`src/rtl/core/rzb_pkg.sv`:
```
`default_nettype none
package rzb_pkg;

   localparam int DEF_MAX_WIDTH     = 64;
   localparam int DEF_MAX_HEIGHT    = 64;
   localparam int DEF_DEPTH_ENTRIES = 4096;

   // fixed field widths
   localparam int CRD_W  = 16;
   localparam int Z_W    = 24;
   localparam int DIF_W  = 18;
   localparam int EDGE_W = 36;
   localparam int PROD_W = 44;
   localparam int NUM_W  = 62;
   localparam int POS_W  = 6;
   localparam int DIM_W  = 7;

   localparam int REQ_DATA_W = 168;
   localparam int RSP_DATA_W = 72;

   // command kinds
   localparam logic [1:0] CMD_CLEAR = 2'd0;
   localparam logic [1:0] CMD_EMPTY = 2'd1;
   localparam logic [1:0] CMD_DRAW  = 2'd2;

   // register indexes
   localparam logic [1:0] REG_SCREEN_WIDTH  = 2'd0;
   localparam logic [1:0] REG_SCREEN_HEIGHT = 2'd1;
   localparam logic [1:0] REG_CLEAR_DEPTH   = 2'd2;

   typedef struct packed {
      logic [1:0]               kind;
      logic signed [CRD_W-1:0]  ax;
      logic signed [CRD_W-1:0]  ay;
      logic signed [Z_W-1:0]    az;
      logic signed [CRD_W-1:0]  bx;
      logic signed [CRD_W-1:0]  by;
      logic signed [Z_W-1:0]    bz;
      logic signed [CRD_W-1:0]  cx;
      logic signed [CRD_W-1:0]  cy;
      logic signed [Z_W-1:0]    cz;
      logic signed [DIF_W-1:0]  e0x;
      logic signed [DIF_W-1:0]  e0y;
      logic signed [DIF_W-1:0]  e1x;
      logic signed [DIF_W-1:0]  e1y;
      logic signed [DIF_W-1:0]  e2x;
      logic signed [DIF_W-1:0]  e2y;
      logic signed [EDGE_W-1:0] area;
      logic [POS_W-1:0]         minx;
      logic [POS_W-1:0]         maxx;
      logic [POS_W-1:0]         miny;
      logic [POS_W-1:0]         maxy;
      logic [DIM_W-1:0]         sw;
   } cmd_type;

   typedef struct packed {
      logic valid;
      logic ready;
   } hs_type;

endpackage
`default_nettype wire

```
`src/rtl/core/rzb_queue.sv`:
```
`default_nettype none
module rzb_queue (
   input  wire logic        clock,
   input  wire logic        reset,
   input  rzb_pkg::hs_type  push_hs,
   input  rzb_pkg::cmd_type push_cmd,
   output logic             push_ready,
   output logic             pop_valid,
   input  wire logic        pop_ready,
   output rzb_pkg::cmd_type pop_cmd
);

   rzb_pkg::cmd_type slot_ff [2];
   logic             wr_ptr_ff, wr_ptr_in;
   logic             rd_ptr_ff, rd_ptr_in;
   logic [1:0]       count_ff, count_in;
   logic             do_push, do_pop;

   always_comb begin
      push_ready = (count_ff != 2'd2);
      pop_valid  = (count_ff != 2'd0);
      pop_cmd    = slot_ff[rd_ptr_ff];
      do_push    = push_hs.valid && push_ready;
      do_pop     = pop_valid && pop_ready;
      wr_ptr_in  = do_push ? ~wr_ptr_ff : wr_ptr_ff;
      rd_ptr_in  = do_pop ? ~rd_ptr_ff : rd_ptr_ff;
      count_in   = count_ff;
      if (do_push && !do_pop) begin
         count_in = count_ff + 2'd1;
      end else if (do_pop && !do_push) begin
         count_in = count_ff - 2'd1;
      end
   end

   always_ff @(posedge clock) begin
      if (reset) begin
         wr_ptr_ff <= 1'b0;
         rd_ptr_ff <= 1'b0;
         count_ff  <= 2'd0;
      end else begin
         wr_ptr_ff <= wr_ptr_in;
         rd_ptr_ff <= rd_ptr_in;
         count_ff  <= count_in;
      end
      if (do_push) begin
         slot_ff[wr_ptr_ff] <= push_cmd;
      end
   end

endmodule
`default_nettype wire

```
`config.mk`:
```
export PLATFORM = sky130hd
export DESIGN_NAME = rzb_queue
export DESIGN_NICKNAME = d
export VERILOG_FILES = /design/src/rtl/core/rzb_pkg.sv /design/src/rtl/core/rzb_queue.sv
export SDC_FILE = /design/constraint.sdc
export NUM_CORES = 1
export LEC_CHECK = 0
export BUFFER_PORTS_ARGS = -buffer_cell sky130_fd_sc_hd__buf_2
export CORE_AREA = 2 2 272 274
export DETAILED_ROUTE_END_ITERATION = 8
export DIE_AREA = 0 0 274 276
export RECOVER_POWER = 50
export SYNTH_ARGS = -nofsm -noshare
export SYNTH_HDL_FRONTEND = slang
export SYNTH_SLANG_ARGS = --single-unit
```
`constraint.sdc`:
```
create_clock -name clock -period 25.5 [get_ports clock]
set_input_delay 5.1 -clock clock [delete_from_list [all_inputs] [get_ports clock]]
set_output_delay 5.1 -clock clock [all_outputs]
set_load 0.02 [all_outputs]
```
# After elaboration in Yosys (flattened, before gate mapping)

Memory sizes are Yosys's and may differ from the RTL's. A register that Yosys moved wholly into a read port is not among the register bits.
Index checks and enable logic that the tools add are counted.

Add/subtract/negate cells: 2
$mul: 0
Div/mod/pow operators: 0
Magnitude comparators: 0
Eq/ne operators: 1
Shift-type cells: 0
Multiplexer cells: 6
Bitwise operators: 2
Reduce and logical (&&, ||, !) cells: 8

Operator list:

| cell                | count |
|---|---|
| $logic_and 1x1->1   | 4 |
| $mux 1              | 4 |
| $mux 2              | 2 |
| $reduce_bool 2->1   | 2 |
| $add 2x1->2 const B | 1 |
| $logic_not 1->1     | 2 |
| $ne 2x2->1 const B  | 1 |
| $not 1->1           | 2 |
| $sub 2x1->2 const B | 1 |

Bits in registers: 4
Latch bits: 0
Bits in writable memories: 690
Memory bits (read-only): 0
Input port bits: 350
Output and inout port bits: 347
Word-level logic and storage cells: 23
Memories kept: 1

Memory list:

| memory  | depth | bits a word | read ports | clocked after Yosys merged registers in | wr ports | RTL line        | source |
|---|---|---|---|---|---|---|---|
| slot_ff | 2     | 345         | 1          | 1                                       | 1        | rzb_queue.sv:13 | `rzb_pkg::cmd_type slot_ff [2];` |

# Logic depth before layout (Yosys ltp)

Depth after elaboration: 6
Gate-level depth with buffers: 6
Mapped depth without buffers: 6

# Least setup slack after synthesis

Ideal clock, no wire load.

Kind: input -> register
Start: input push_hs[1] (netlist bit)
End: memory slot_ff[1][0] (netlist bit), enable pin
Library setup time: 755 ps
Arrival: 12986 ps
Data required time: 24745 ps
Slack: 11759 ps
Stages: 1
Path buffers: 0
Cells stage by stage: and3_1

Cells in the longest elaborated chain, start to end: 3

Ends and longest elaborated chain:

| item                         | RTL line        | source |
|---|---|---|
| start, declared              | rzb_queue.sv:5  | `input rzb_pkg::hs_type push_hs,` |
| $logic_and 1x1->1            | rzb_queue.sv:23 | `do_push = push_hs.valid && push_ready;` |
| $mux 1                       | rzb_queue.sv:45 | `if (do_push) begin` |
| $mux 1 (not written as such) | rzb_queue.sv:46 | `slot_ff[wr_ptr_ff] <= push_cmd;` |
| end, declared                | rzb_queue.sv:13 |  |

Every way passes these cells.

# Final worst setup path

Start: input push_hs[1] (netlist bit)
End: memory slot_ff[0][315] (netlist bit), enable pin

The elaborated chain is that of the path after synthesis.

==> results.txt <==
Max Freq: 78.9 MHz
TritonCTS clock tree: yes
Hold Vio Cnt, Final: 0
Initial core utilization: 0.348
Antenna Nets Post-Route: 0
Final slew viol count: 203
Post-DP Area: 29800 um^2
Horiz. Die Dim: 274 um
WHS Path Cells: 2
Share of the synthesized area in the top cell type: 0.821
Crit path kind: in2reg
Hold_sp: rd_ptr_ff$_SDFFE_PP0P_
RSZ-0062 raised after global routing: no
Hold crit path type: reg2reg
Largest net degree at the start of global routing: 150
Tmin final: 12.67 ns
Synth Warn #: 0
Routed len/inst: 19.7 um
Layout area overhead: 26.8%
CTS Sinks: 695
Worst Skew: 0.0181 ns
# H-tree levels: 3
PwrDens: 106 nW/um^2
Post-Place Cells: 2722
PortBufs: 695
Crit path capture type: register
Max Cap Viol: 2
Gate Count Post-Synth: 1097
Hpwl dp: 38100 um
First-pass GRT wire length: 82000 um
Clk Latency, worst-skew pair: 0.60 ns
Synth cell types: 19
Routed wire length: 56300 um
Leakage power: 0.0115 uW
Initial antenna violation count: 17
Initial DRC count: 621
Fin crit share: 0.497
Fin cells: 2866
Register area share after synthesis: 0.825
Total congestion overflow: 0
Final core occ: 0.441
Routability cong.: 0.791
Mean post-synth cell area: 23.0 um^2
Die height: 276 um
Clock Tree Root: clkbuf_16
Syn_nets: 1448
R2R setup slack: 16.86 ns
CP arrival: 12.86 ns
Final setup margin: 12.83 ns
Required @ worst endpoint: 25.69 ns
IO Pins: 697
Top post-synthesis cells by area: edfxtp_1 (82%), mux2_2 (13%), mux2_4 (3.0%)
CTS Buf Count: 74
Worst r2r path cells: 5
Slew @ Worst Pin: 6.28 ns
Synth Register Bits: 695
Row count: 99
Worst VDD drop: 64.4 uV
Final net count: 2190
Hold buffer count at cts: 0
Post-Place Worst Slack: 16.89 ns
CP Launch Type: input pin
CTS-repair resized insts: 0
Final TNS setup: 0 ns
Ratio of cells with drive above 1 in the final layout: 0.528
Reg2reg end: slot_ff[0][315]$_DFFE_PP_
Number of global-route vias before repair: 13800
Tot GR Track Use: 0.143
Mean number of vias per cell: 4.50
Clock slew at reported path FFs: 0.06 ns
TritonRoute pass-1 iters: 6
FF-to-FF Start: count_ff[0]$_SDFFE_PP0P_
Finished Cell Area: 32000 um^2
Area leader, netlist: edfxtp_1
Die footprint: 75600 um^2
Cell Area, Synth: 25200 um^2
Slew margin rel.: -3.21
Crit path launch: push_hs[1]
Failing checks: max-capacitance violations, max-slew violations
Crit-path max FO: 132
DR DRC count: 0
Postcts setup bufs: 0
Clk buf depth: 3
Core area: 72600 um^2
Status: complete, but fails checks
Total number of vias: 12900
Final setup viols: 0
Hold endpoint: rd_ptr_ff$_SDFFE_PP0P_
## critical path: stages
cell	delay, ns
clkbuf_1	0.11
nand3b_1	0.13
clkinvlp_2	4.59
buf_4	2.12
buf_4	0.55
## flip-flops by register name, indices dropped and copies added, names as in the netlist, named ones only
register,flops
count_ff,2
slot_ff,690
rd_ptr_ff,1
wr_ptr_ff,1
## cells in the final DEF, fill, tap and decap left out
cell        count
edfxtp_1      690
buf_2         541
mux2_2        295
clkbuf_1      165
clkbuf_16      77
mux2_4         50
clkinv_1       15
diode_2        10
clkinv_2       10
buf_4           7
bufinv_16       6
buf_1           5
clkinv_8        4
dfxtp_1         4
xor2_1          3
nor2_1          3
o21ai_0         2
a21oi_1         2
clkinvlp_4      2
buf_12          2
nand2b_1        1
and2_1          1
or2_2           1
and3_1          1
nand3b_1        1
clkinvlp_2      1
a21bo_2         1
or3_1           1
ha_1            1
dfxtp_4         1
inv_6           1
clkinv_4        1
inv_8           1
clkbuf_8        1
## worst max-delay path by stage
| stage | slack, ns | endpoint |
|---|---|---|
| final | 12.83 | slot_ff[0][315]$_DFFE_PP_ |
| after global routing | 11.88 | slot_ff[0][310]$_DFFE_PP_ |
| after CTS | 16.23 | pop_cmd[192] |
| after detailed placement | 16.89 | pop_cmd[192] |
| after global placement | 16.92 | pop_cmd[192] |
| after floorplan | 11.76 | slot_ff[1][0]$_DFFE_PP_ |
## layout make-up
type | instances | area [um^2]
inverters | 1 | 5.00
clock inverters | 40 | 395
well taps | 959 | 1200
diodes | 10 | 25.0
clock buffers | 94 | 2000
repair buffers | 704 | 3380
flip-flops and latches | 695 | 20800
multi-input cells | 363 | 4190
fillers | 6529 | 40600
## per-layer routing
metal / vias to the layer above / GRT usage / routed length, um
met1: 6346 / 0.144 / 19000
li1: 5908 / - / -
met3: 112 / 0.0597 / 5720
met2: 513 / 0.259 / 30000
met4: 12 / 0.0566 / 1530
met5: - / 0 / 82
## stage by stage
stage	total power [uW]	hold WS (ns)
after floorplan	2130	0.471
after global placement	2370	0.488
final	3400	0.511
after CTS	3440	0.518
after detailed placement	2380	0.500
after global routing	3540	0.564
## cells in the mapped netlist
cell type,number
xor2_1,3
mux2_4,50
or2_2,1
nand3b_1,1
a21bo_2,1
nand2b_1,1
mux2_2,295
dfxtp_1,5
a21oi_1,2
nor2_1,3
ha_1,1
inv_1,1
o21ai_0,2
edfxtp_1,690
and2_1,1
or3_1,1
buf_6,6
and3_1,1
buf_2,32
## power by group
part	switching, uW	total (uW)	internal, uW
logic	532	869	338
clock network	425	1040	619
registers	42.6	1480	1440
total	1000	3400	2400
## cell families after synthesis
family / Yosys count / synth area share
DFF: 695 / 0.825
muxes: 345 / 0.161
buffers and inverters: 39 / 0.00917
and+or+nand+nor: 9 / 0.00198
AOI/OAI and AO/OA: 5 / 0.00119
xor gates and xnor gates: 3 / 0.00104
adders and majority gates: 1 / 0.000496
(Power assumes the default switching activity.)
