--- src/rtl/core/rzb_pkg.sv ---
`default_nettype none
package rzb_pkg;

   localparam int DEF_MAX_WIDTH     = 64;
   localparam int DEF_MAX_HEIGHT    = 64;
   localparam int DEF_DEPTH_ENTRIES = 4096;

   // fixed field widths
   localparam int CRD_W  = 16;
   localparam int Z_W    = 24;
   localparam int DIF_W  = 18;
   localparam int EDGE_W = 36;
   localparam int PROD_W = 44;
   localparam int NUM_W  = 62;
   localparam int POS_W  = 6;
   localparam int DIM_W  = 7;

   localparam int REQ_DATA_W = 168;
   localparam int RSP_DATA_W = 72;

   // command kinds
   localparam logic [1:0] CMD_CLEAR = 2'd0;
   localparam logic [1:0] CMD_EMPTY = 2'd1;
   localparam logic [1:0] CMD_DRAW  = 2'd2;

   // register indexes
   localparam logic [1:0] REG_SCREEN_WIDTH  = 2'd0;
   localparam logic [1:0] REG_SCREEN_HEIGHT = 2'd1;
   localparam logic [1:0] REG_CLEAR_DEPTH   = 2'd2;

   typedef struct packed {
      logic [1:0]               kind;
      logic signed [CRD_W-1:0]  ax;
      logic signed [CRD_W-1:0]  ay;
      logic signed [Z_W-1:0]    az;
      logic signed [CRD_W-1:0]  bx;
      logic signed [CRD_W-1:0]  by;
      logic signed [Z_W-1:0]    bz;
      logic signed [CRD_W-1:0]  cx;
      logic signed [CRD_W-1:0]  cy;
      logic signed [Z_W-1:0]    cz;
      logic signed [DIF_W-1:0]  e0x;
      logic signed [DIF_W-1:0]  e0y;
      logic signed [DIF_W-1:0]  e1x;
      logic signed [DIF_W-1:0]  e1y;
      logic signed [DIF_W-1:0]  e2x;
      logic signed [DIF_W-1:0]  e2y;
      logic signed [EDGE_W-1:0] area;
      logic [POS_W-1:0]         minx;
      logic [POS_W-1:0]         maxx;
      logic [POS_W-1:0]         miny;
      logic [POS_W-1:0]         maxy;
      logic [DIM_W-1:0]         sw;
   } cmd_type;

   typedef struct packed {
      logic valid;
      logic ready;
   } hs_type;

endpackage
`default_nettype wire

--- src/rtl/core/rzb_front.sv ---
`default_nettype none
module rzb_front (
   input  wire logic                                clock,
   input  wire logic                                reset,
   input  wire logic                                req_tvalid,
   output logic                                     req_tready,
   input  wire logic [rzb_pkg::REQ_DATA_W-1:0]      req_tdata,
   input  wire logic                                req_tuser,
   input  wire logic [rzb_pkg::POS_W-1:0]           scr_w,
   input  wire logic [rzb_pkg::POS_W-1:0]           scr_h,
   input  wire logic [rzb_pkg::DIM_W-1:0]           scr_sw,
   output rzb_pkg::hs_type                          push_hs_out,
   input  wire logic                                push_ready,
   output rzb_pkg::cmd_type                         push_cmd
);

   localparam logic [1:0] F_IDLE = 2'd0;
   localparam logic [1:0] F_MUL  = 2'd1;
   localparam logic [1:0] F_PUSH = 2'd2;

   logic [1:0]                          state_ff, state_in;
   rzb_pkg::cmd_type                    cmd_ff, cmd_in;
   logic                                op_ff, op_in;
   logic                                off_ff, off_in;
   logic signed [rzb_pkg::EDGE_W-1:0]   p1_ff, p1_in, p2_ff, p2_in;

   logic signed [rzb_pkg::CRD_W-1:0]    mnx, mxx, mny, mxy, fmnx, fmxx, fmny, fmxy;
   logic signed [rzb_pkg::DIF_W-1:0]    d_cax, d_cay;
   logic signed [rzb_pkg::EDGE_W-1:0]   area;

   function automatic logic signed [rzb_pkg::DIF_W-1:0] sub18(
      input logic signed [rzb_pkg::CRD_W-1:0] a,
      input logic signed [rzb_pkg::CRD_W-1:0] b);
      sub18 = {{2{a[rzb_pkg::CRD_W-1]}}, a} - {{2{b[rzb_pkg::CRD_W-1]}}, b};
   endfunction

   function automatic logic signed [rzb_pkg::CRD_W-1:0] min3(
      input logic signed [rzb_pkg::CRD_W-1:0] a,
      input logic signed [rzb_pkg::CRD_W-1:0] b,
      input logic signed [rzb_pkg::CRD_W-1:0] c);
      logic signed [rzb_pkg::CRD_W-1:0] m;
      m    = (a < b) ? a : b;
      min3 = (m < c) ? m : c;
   endfunction

   function automatic logic signed [rzb_pkg::CRD_W-1:0] max3(
      input logic signed [rzb_pkg::CRD_W-1:0] a,
      input logic signed [rzb_pkg::CRD_W-1:0] b,
      input logic signed [rzb_pkg::CRD_W-1:0] c);
      logic signed [rzb_pkg::CRD_W-1:0] m;
      m    = (a > b) ? a : b;
      max3 = (m > c) ? m : c;
   endfunction

   always_comb begin
      mnx  = min3(cmd_ff.ax, cmd_ff.bx, cmd_ff.cx);
      mxx  = max3(cmd_ff.ax, cmd_ff.bx, cmd_ff.cx);
      mny  = min3(cmd_ff.ay, cmd_ff.by, cmd_ff.cy);
      mxy  = max3(cmd_ff.ay, cmd_ff.by, cmd_ff.cy);
      fmnx = mnx >>> 4;
      fmxx = mxx >>> 4;
      fmny = mny >>> 4;
      fmxy = mxy >>> 4;
      d_cax = sub18(cmd_ff.cx, cmd_ff.ax);
      d_cay = sub18(cmd_ff.cy, cmd_ff.ay);
      area  = p1_ff - p2_ff;
   end

   always_comb begin
      state_in = state_ff;
      cmd_in   = cmd_ff;
      op_in    = op_ff;
      off_in   = off_ff;
      p1_in    = p1_ff;
      p2_in    = p2_ff;
      req_tready        = (state_ff == F_IDLE);
      push_hs_out.valid = (state_ff == F_PUSH);
      push_hs_out.ready = push_ready;
      push_cmd          = cmd_ff;

      case (state_ff)
         F_IDLE: begin
            if (req_tvalid) begin
               op_in     = req_tuser;
               cmd_in.ax = req_tdata[15:0];
               cmd_in.ay = req_tdata[31:16];
               cmd_in.az = req_tdata[55:32];
               cmd_in.bx = req_tdata[71:56];
               cmd_in.by = req_tdata[87:72];
               cmd_in.bz = req_tdata[111:88];
               cmd_in.cx = req_tdata[127:112];
               cmd_in.cy = req_tdata[143:128];
               cmd_in.cz = req_tdata[167:144];
               state_in  = F_MUL;
            end
         end
         F_MUL: begin
            cmd_in.e0x = sub18(cmd_ff.cx, cmd_ff.bx);
            cmd_in.e0y = sub18(cmd_ff.cy, cmd_ff.by);
            cmd_in.e1x = sub18(cmd_ff.ax, cmd_ff.cx);
            cmd_in.e1y = sub18(cmd_ff.ay, cmd_ff.cy);
            cmd_in.e2x = sub18(cmd_ff.bx, cmd_ff.ax);
            cmd_in.e2y = sub18(cmd_ff.by, cmd_ff.ay);
            p1_in = d_cax * sub18(cmd_ff.by, cmd_ff.ay);
            p2_in = d_cay * sub18(cmd_ff.bx, cmd_ff.ax);
            off_in = (mnx > $signed({6'b0, scr_w, 4'b0})) || (mxx < 0) ||
                     (mny > $signed({6'b0, scr_h, 4'b0})) || (mxy < 0);
            cmd_in.minx = (fmnx < 0) ? '0 : fmnx[rzb_pkg::POS_W-1:0];
            cmd_in.miny = (fmny < 0) ? '0 : fmny[rzb_pkg::POS_W-1:0];
            cmd_in.maxx = (fmxx > $signed({10'b0, scr_w})) ? scr_w
                                                            : fmxx[rzb_pkg::POS_W-1:0];
            cmd_in.maxy = (fmxy > $signed({10'b0, scr_h})) ? scr_h
                                                            : fmxy[rzb_pkg::POS_W-1:0];
            cmd_in.sw   = scr_sw;
            state_in    = F_PUSH;
         end
         F_PUSH: begin
            cmd_in.area = area;
            if (!op_ff) begin
               cmd_in.kind = rzb_pkg::CMD_CLEAR;
            end else if (off_ff || area <= 0) begin
               cmd_in.kind = rzb_pkg::CMD_EMPTY;
            end else begin
               cmd_in.kind = rzb_pkg::CMD_DRAW;
            end
            push_cmd = cmd_in;
            if (push_ready) begin
               state_in = F_IDLE;
            end
         end
         default: begin
            state_in = F_IDLE;
         end
      endcase
   end

   always_ff @(posedge clock) begin
      if (reset) begin
         state_ff <= F_IDLE;
      end else begin
         state_ff <= state_in;
      end
      cmd_ff <= cmd_in;
      op_ff  <= op_in;
      off_ff <= off_in;
      p1_ff  <= p1_in;
      p2_ff  <= p2_in;
   end

endmodule
`default_nettype wire

--- config.mk ---
export PLATFORM = sky130hd
export DESIGN_NAME = rzb_front
export DESIGN_NICKNAME = d
export VERILOG_FILES = /design/src/rtl/core/rzb_pkg.sv /design/src/rtl/core/rzb_front.sv
export SDC_FILE = /design/constraint.sdc
export NUM_CORES = 2
export LEC_CHECK = 0
export BUFFER_PORTS_ARGS = -buffer_cell sky130_fd_sc_hd__buf_2
export CORE_MARGIN = 10
export CORE_UTILIZATION = 60
export DETAILED_ROUTE_END_ITERATION = 7
export HOLD_SLACK_MARGIN = 0.1
export PLACE_DENSITY = 0.81
export SLEW_MARGIN = 20
export SYNTH_ARGS = -nofsm -noshare
export SYNTH_HDL_FRONTEND = slang
export SYNTH_SLANG_ARGS = --single-unit
--- constraint.sdc ---
create_clock -name clock -period 14.49 [get_ports clock]
set_clock_uncertainty 0.2 [all_clocks]
set_input_delay 2.1735 -clock clock [delete_from_list [all_inputs] [get_ports clock]]
set_output_delay 2.1735 -clock clock [all_outputs]
set_load 0.02 [all_outputs]
# --- After elaboration in Yosys (flattened, before gate mapping) ---
# Index checks and enable logic that the tools add are counted.
word_totals:
  output_inout_bits: 348
  register_bits: 419
  input_bits: 192
  elab_cells: 82
classes:
  n_mul: 2
  n_lt_le_gt_ge: 17
  eq_ne: 4
  n_addsub: 9
  reduce_logical: 7
  muxes: 16
ops:
  columns: ["cell", "count"]
  rows:
  - ["345-bit 2-to-1 mux", 1]
  - ["16-bit by 16-bit subtractor with 17-bit output", 8]
  - ["16-bit 2-to-1 mux", 8]
  - ["17-bit by 17-bit multiplier with 34-bit output", 2]
  - ["16-bit > comparator", 4]
  - ["16-bit < comparator", 4]
  - ["36-bit by 1-bit <= comparator with 1-bit output, second input constant", 1]
  - ["36-bit subtractor", 1]
  - ["16-bit by 11-bit > comparator with 1-bit output", 2]
  - ["16-bit by 1-bit < comparator with 1-bit output, second input constant", 2]
  - ["12-bit by 7-bit > comparator with 1-bit output", 2]
  - ["12-bit by 1-bit < comparator with 1-bit output, second input constant", 2]
  - ["6-bit 2-to-1 mux", 2]
  - ["2-bit 2-to-1 mux", 4]
  - ["2-bit case mux with 3 select lines", 1]
  - ["1-bit logical OR", 4]
  - ["2-bit AND reduction", 2]
  - ["2-bit by 1-bit == test with 1-bit output, second input constant", 1]
  - ["2-bit == test, second input constant", 1]
  - ["2-bit zero test", 1]
  - ["2-bit by 1-bit != test with 1-bit output, second input constant", 1]
  - ["2-bit != test, second input constant", 1]

# --- Logic depth before layout (Yosys ltp) ---
depth:
  depth_word: 8
  mapped_depth: 37
  mapped_depth_nobuf: 36

# --- Worst setup path after synthesis ---
# No wires, ideal clock.
synth_path:
  path_type: "flip-flop to flip-flop"
  startpoint: "register state_ff[0]"
  endpoint: "register cmd_ff[0] (netlist name) (enable)"
  required_time_ns: 13.497
  arrival_ns: 9.247
  n_path_buf: 0
  slack_ns: 4.250
  path_stages_with_launch: 2
  period_less_slack_ns: 10.240
  path_cell_list: "dfxtp_1 > nor2b_1"
synth_via:
  elab_chain_cells: 1
synth_lines:
  columns: ["item", "line_no", "source"]
  rows:
  - ["start, declared", "rzb_front.sv:21", "logic [1:0] state_ff, state_in;"]
  - ["start signal, assigned", "rzb_front.sv:141", "state_ff <= state_in;"]
  - ["2-bit by 1-bit == test with 1-bit output", "rzb_front.sv:81", "case (state_ff)"]
  - ["end signal, assigned", "rzb_front.sv:143", "cmd_ff <= cmd_in;"]
  - ["end, declared", "rzb_front.sv:22", "rzb_pkg::cmd_type cmd_ff, cmd_in;"]
# No other way between the ends.
# A chain may end at the register's enable or synchronous reset.

# --- Worst setup path after layout ---
layout_path:
  startpoint: "register cmd_ff[216] (netlist name)"
  endpoint: "register p1_ff[34] (netlist name) (data pin)"
layout_via:
  elab_chain_cells: 2
layout_lines:
  columns: ["item", "line_no", "source"]
  rows:
  - ["16-bit by 16-bit subtractor with 17-bit output", "rzb_front.sv:34", "sub18 = {{2{a[rzb_pkg::CRD_W-1]}}, a} - {{2{b[rzb_pkg::CRD_W-1]}}, b};"]
  - ["17-bit by 17-bit multiplier with 34-bit output", "rzb_front.sv:104", "p1_in = d_cax * sub18(cmd_ff.by, cmd_ff.ay);"]
  - ["end signal, assigned", "rzb_front.sv:146", "p1_ff <= p1_in;"]
  - ["end, declared", "rzb_front.sv:25", "logic signed [rzb_pkg::EDGE_W-1:0] p1_ff, p1_in, p2_ff, p2_in;"]
# No other way between the ends.

==> flow_summary.ini <==
[outcome]
status = finished with violations
violations = DRC

[worst_setup_path]
crit_type = flip-flop to flip-flop
start_kind = flip-flop
reg2reg_slack_ns = 4.51
required_ns = 14.63
reg2reg_from = cmd_ff[216]
r2r_cells = 34
slowest_stage = nand3_1
r2r-end = p1_ff[34]
arrival_ns = 10.12
crit_fanout = 14
critical-path-max-stage-delay_ns = 0.56
end_kind = flip-flop

[grt]
grt-ovfl-total = 0
grt_max_degree = 77
first_global_vias = 37610
grt_antenna_before_repair = 7
grt_pass1_wl_um = 218600
grt_usage_pct = 30.10

[floorplanning]
die-area_um2 = 92220
die_w_um = 303.7
start_util_pct = 60.82
rows = 103
core-area_um2 = 79390
chipHeight_um = 303.7
io_pins = 540

[sta]
max_freq_mhz = 100.2
fin_crit_sh_pct = 68.91
worst_pin_slew_ns = 1.178
setup_viol = 0
layout_setup_ws_ns = 4.505
rsz0062_at_grt = false
hold_viol_final = 0
max-slew-margin-rel_pct = 20.88
fin_setup_tns_ns = 0
slew_violations = 0
min_period_ns = 9.985

[synth]
yosys.area_share.simple_pct = 12.37
synth_area_um2 = 48280
synth_cell_types = 93
synth_seq_area_share_pct = 25.52
async_reset_ff_share_pct = 0
yosys.area_share.adder_pct = 35.75
synth_xor_area_share_pct = 3.372
synth_edf_count = 409
synth.net_count = 6186
yosys_warnings = 0
synth_top_family_by_area = adder cells
synth-compound-area-share_pct = 9.174
syn_inst = 4975
syn_avg_cell_area_um2 = 9.705
synth_ff_type = edfxtp_1
synth.area.mux_share_pct = 1.353
ys_ff_latch = 411

[placement]
port_buffers = 539
place_congestion = 0.9600
dp_hpwl_um = 115600
pre_cts_slack_ns = 4.586

[route]
drc = 16
vias = 36320
drtIter0Drc = 3111
via_per_inst = 5.774
ant_nets = 0
wl_um = 141500
wl_per_cell_um = 22.49
drtPass1Iterations = 8

[clocking]
cts.sinks = 411
hold_buffers = 0
clkTransAtPathRegs_ns = 0.06
cts_max_path_buffers = 3
h-tree-depth = 2
cts_root_buffer = clkbuf_16
cts_made_buffers = 47
cts_tree = done
insertion_delay_ns = 0.62
postCtsSetupBuffers = 0
cts_resized = 0

[layout]
syn2layout_area_growth_pct = 7.049
fin_nets = 6409
most-common-layout-cells = inv_1 (858), fa_1 (601), nand2_1 (550)
final_common_cell = inv_1
drive_above_1_share_pct = 14.48

[min_path]
min_from = op_ff
min_path_cells = 2
hp-class = flip-flop to flip-flop
hold_end = cmd_ff[343]

[flow_run]
maxCapViolations = 0
[cells in the mapped netlist (all sizes together), types with 27 or more instances]
master	n	area share [%]
nor2	380	3.0
nor2b	75	0.97
a31oi	31	0.40
nand3	40	0.41
nand4	40	0.53
buf	327	5.0
nor3	38	0.42
ha	418	11
inv	861	6.7
a21o	65	1.0
o21a	39	0.61
nand2	551	4.3
mux2i	33	0.68
and2	60	0.78
mux2	27	0.67
clkbuf	93	0.73
xor2	43	0.78
fa	601	25
nand2b	55	0.71
edfxtp	409	25
xnor2	142	2.6
o21ai	197	2.1
a21oi	168	1.8
[flip-flops by register name, summed over array words and instances, names as in the netlist]
register  count
off_ff        1
p2_ff        34
state_ff      2
p1_ff        34
cmd_ff      339
op_ff         1
[worst max-delay path, delay by kind of cell (launching register included)]
kind,cells,cell delay [ns]
buffers and inverters,6,0.54
AO/OA/AOI/OAI,14,3.13
adder cells (fa/ha/maj),8,3.70
XOR/XNOR,1,0.08
flip-flops,1,0.51
AND/OR/NAND/NOR,5,1.55
[final cells by class]
cell class | count | area [um^2]
antenna | 5 | 12.51
tap | 1050 | 1314
fill | 6366 | 27700
multi-input combinational | 3275 | 30110
clock inverter | 26 | 332.8
inverter | 869 | 3262
sequential | 411 | 12320
timing repair buffer | 594 | 3110
clock buffer | 60 | 1225
[per-layer routing]
layer | GRT usage [%] | wire length, um
met5 | 0 | 57
met1 | 36.76 | 53480
met3 | 6.752 | 12930
met2 | 50.22 | 67400
met4 | 14.03 | 7603
[stage by stage]
stage	instance area (um^2)	std cells	hold WS, ns	utilization (%)
after floorplan	48280	4975	0.3733	-
after global placement	50070	6199	0.3940	63.07
after detailed placement	50070	6199	0.4053	63.07
after CTS	51630	6285	0.4197	65.03
after global routing	51680	6287	0.4915	65.10
final	51680	6290	0.4273	65.11
[cells by family after synthesis]
logic type	Yosys count
AO/OA/AOI/OAI	683
flip-flops	411
buffers and inverters	1289
AND/OR/NAND/NOR	1328
XOR/XNOR	185
adder cells (fa/ha/maj)	1019
multiplexers	60
[worst max-delay path by stage]
stage | cells past startpoint | startpoint | slack [ns] | endpoint
6_report | 34 | cmd_ff[216] | 4.51 | p1_ff[34]
5_1_grt | 34 | cmd_ff[216] | 3.95 | p1_ff[34]
4_1_cts | 34 | cmd_ff[216] | 4.51 | p1_ff[34]
3_5_place_dp | 34 | cmd_ff[216] | 4.59 | p1_ff[34]
3_3_place_gp | 34 | cmd_ff[216] | 4.69 | p1_ff[34]
2_1_floorplan | 1 | state_ff[0] | 4.25 | cmd_ff[0]
Power is left out: the tool's default activity adds up to more than one toggle a clock period on the data nets, which glitch-free logic cannot reach.
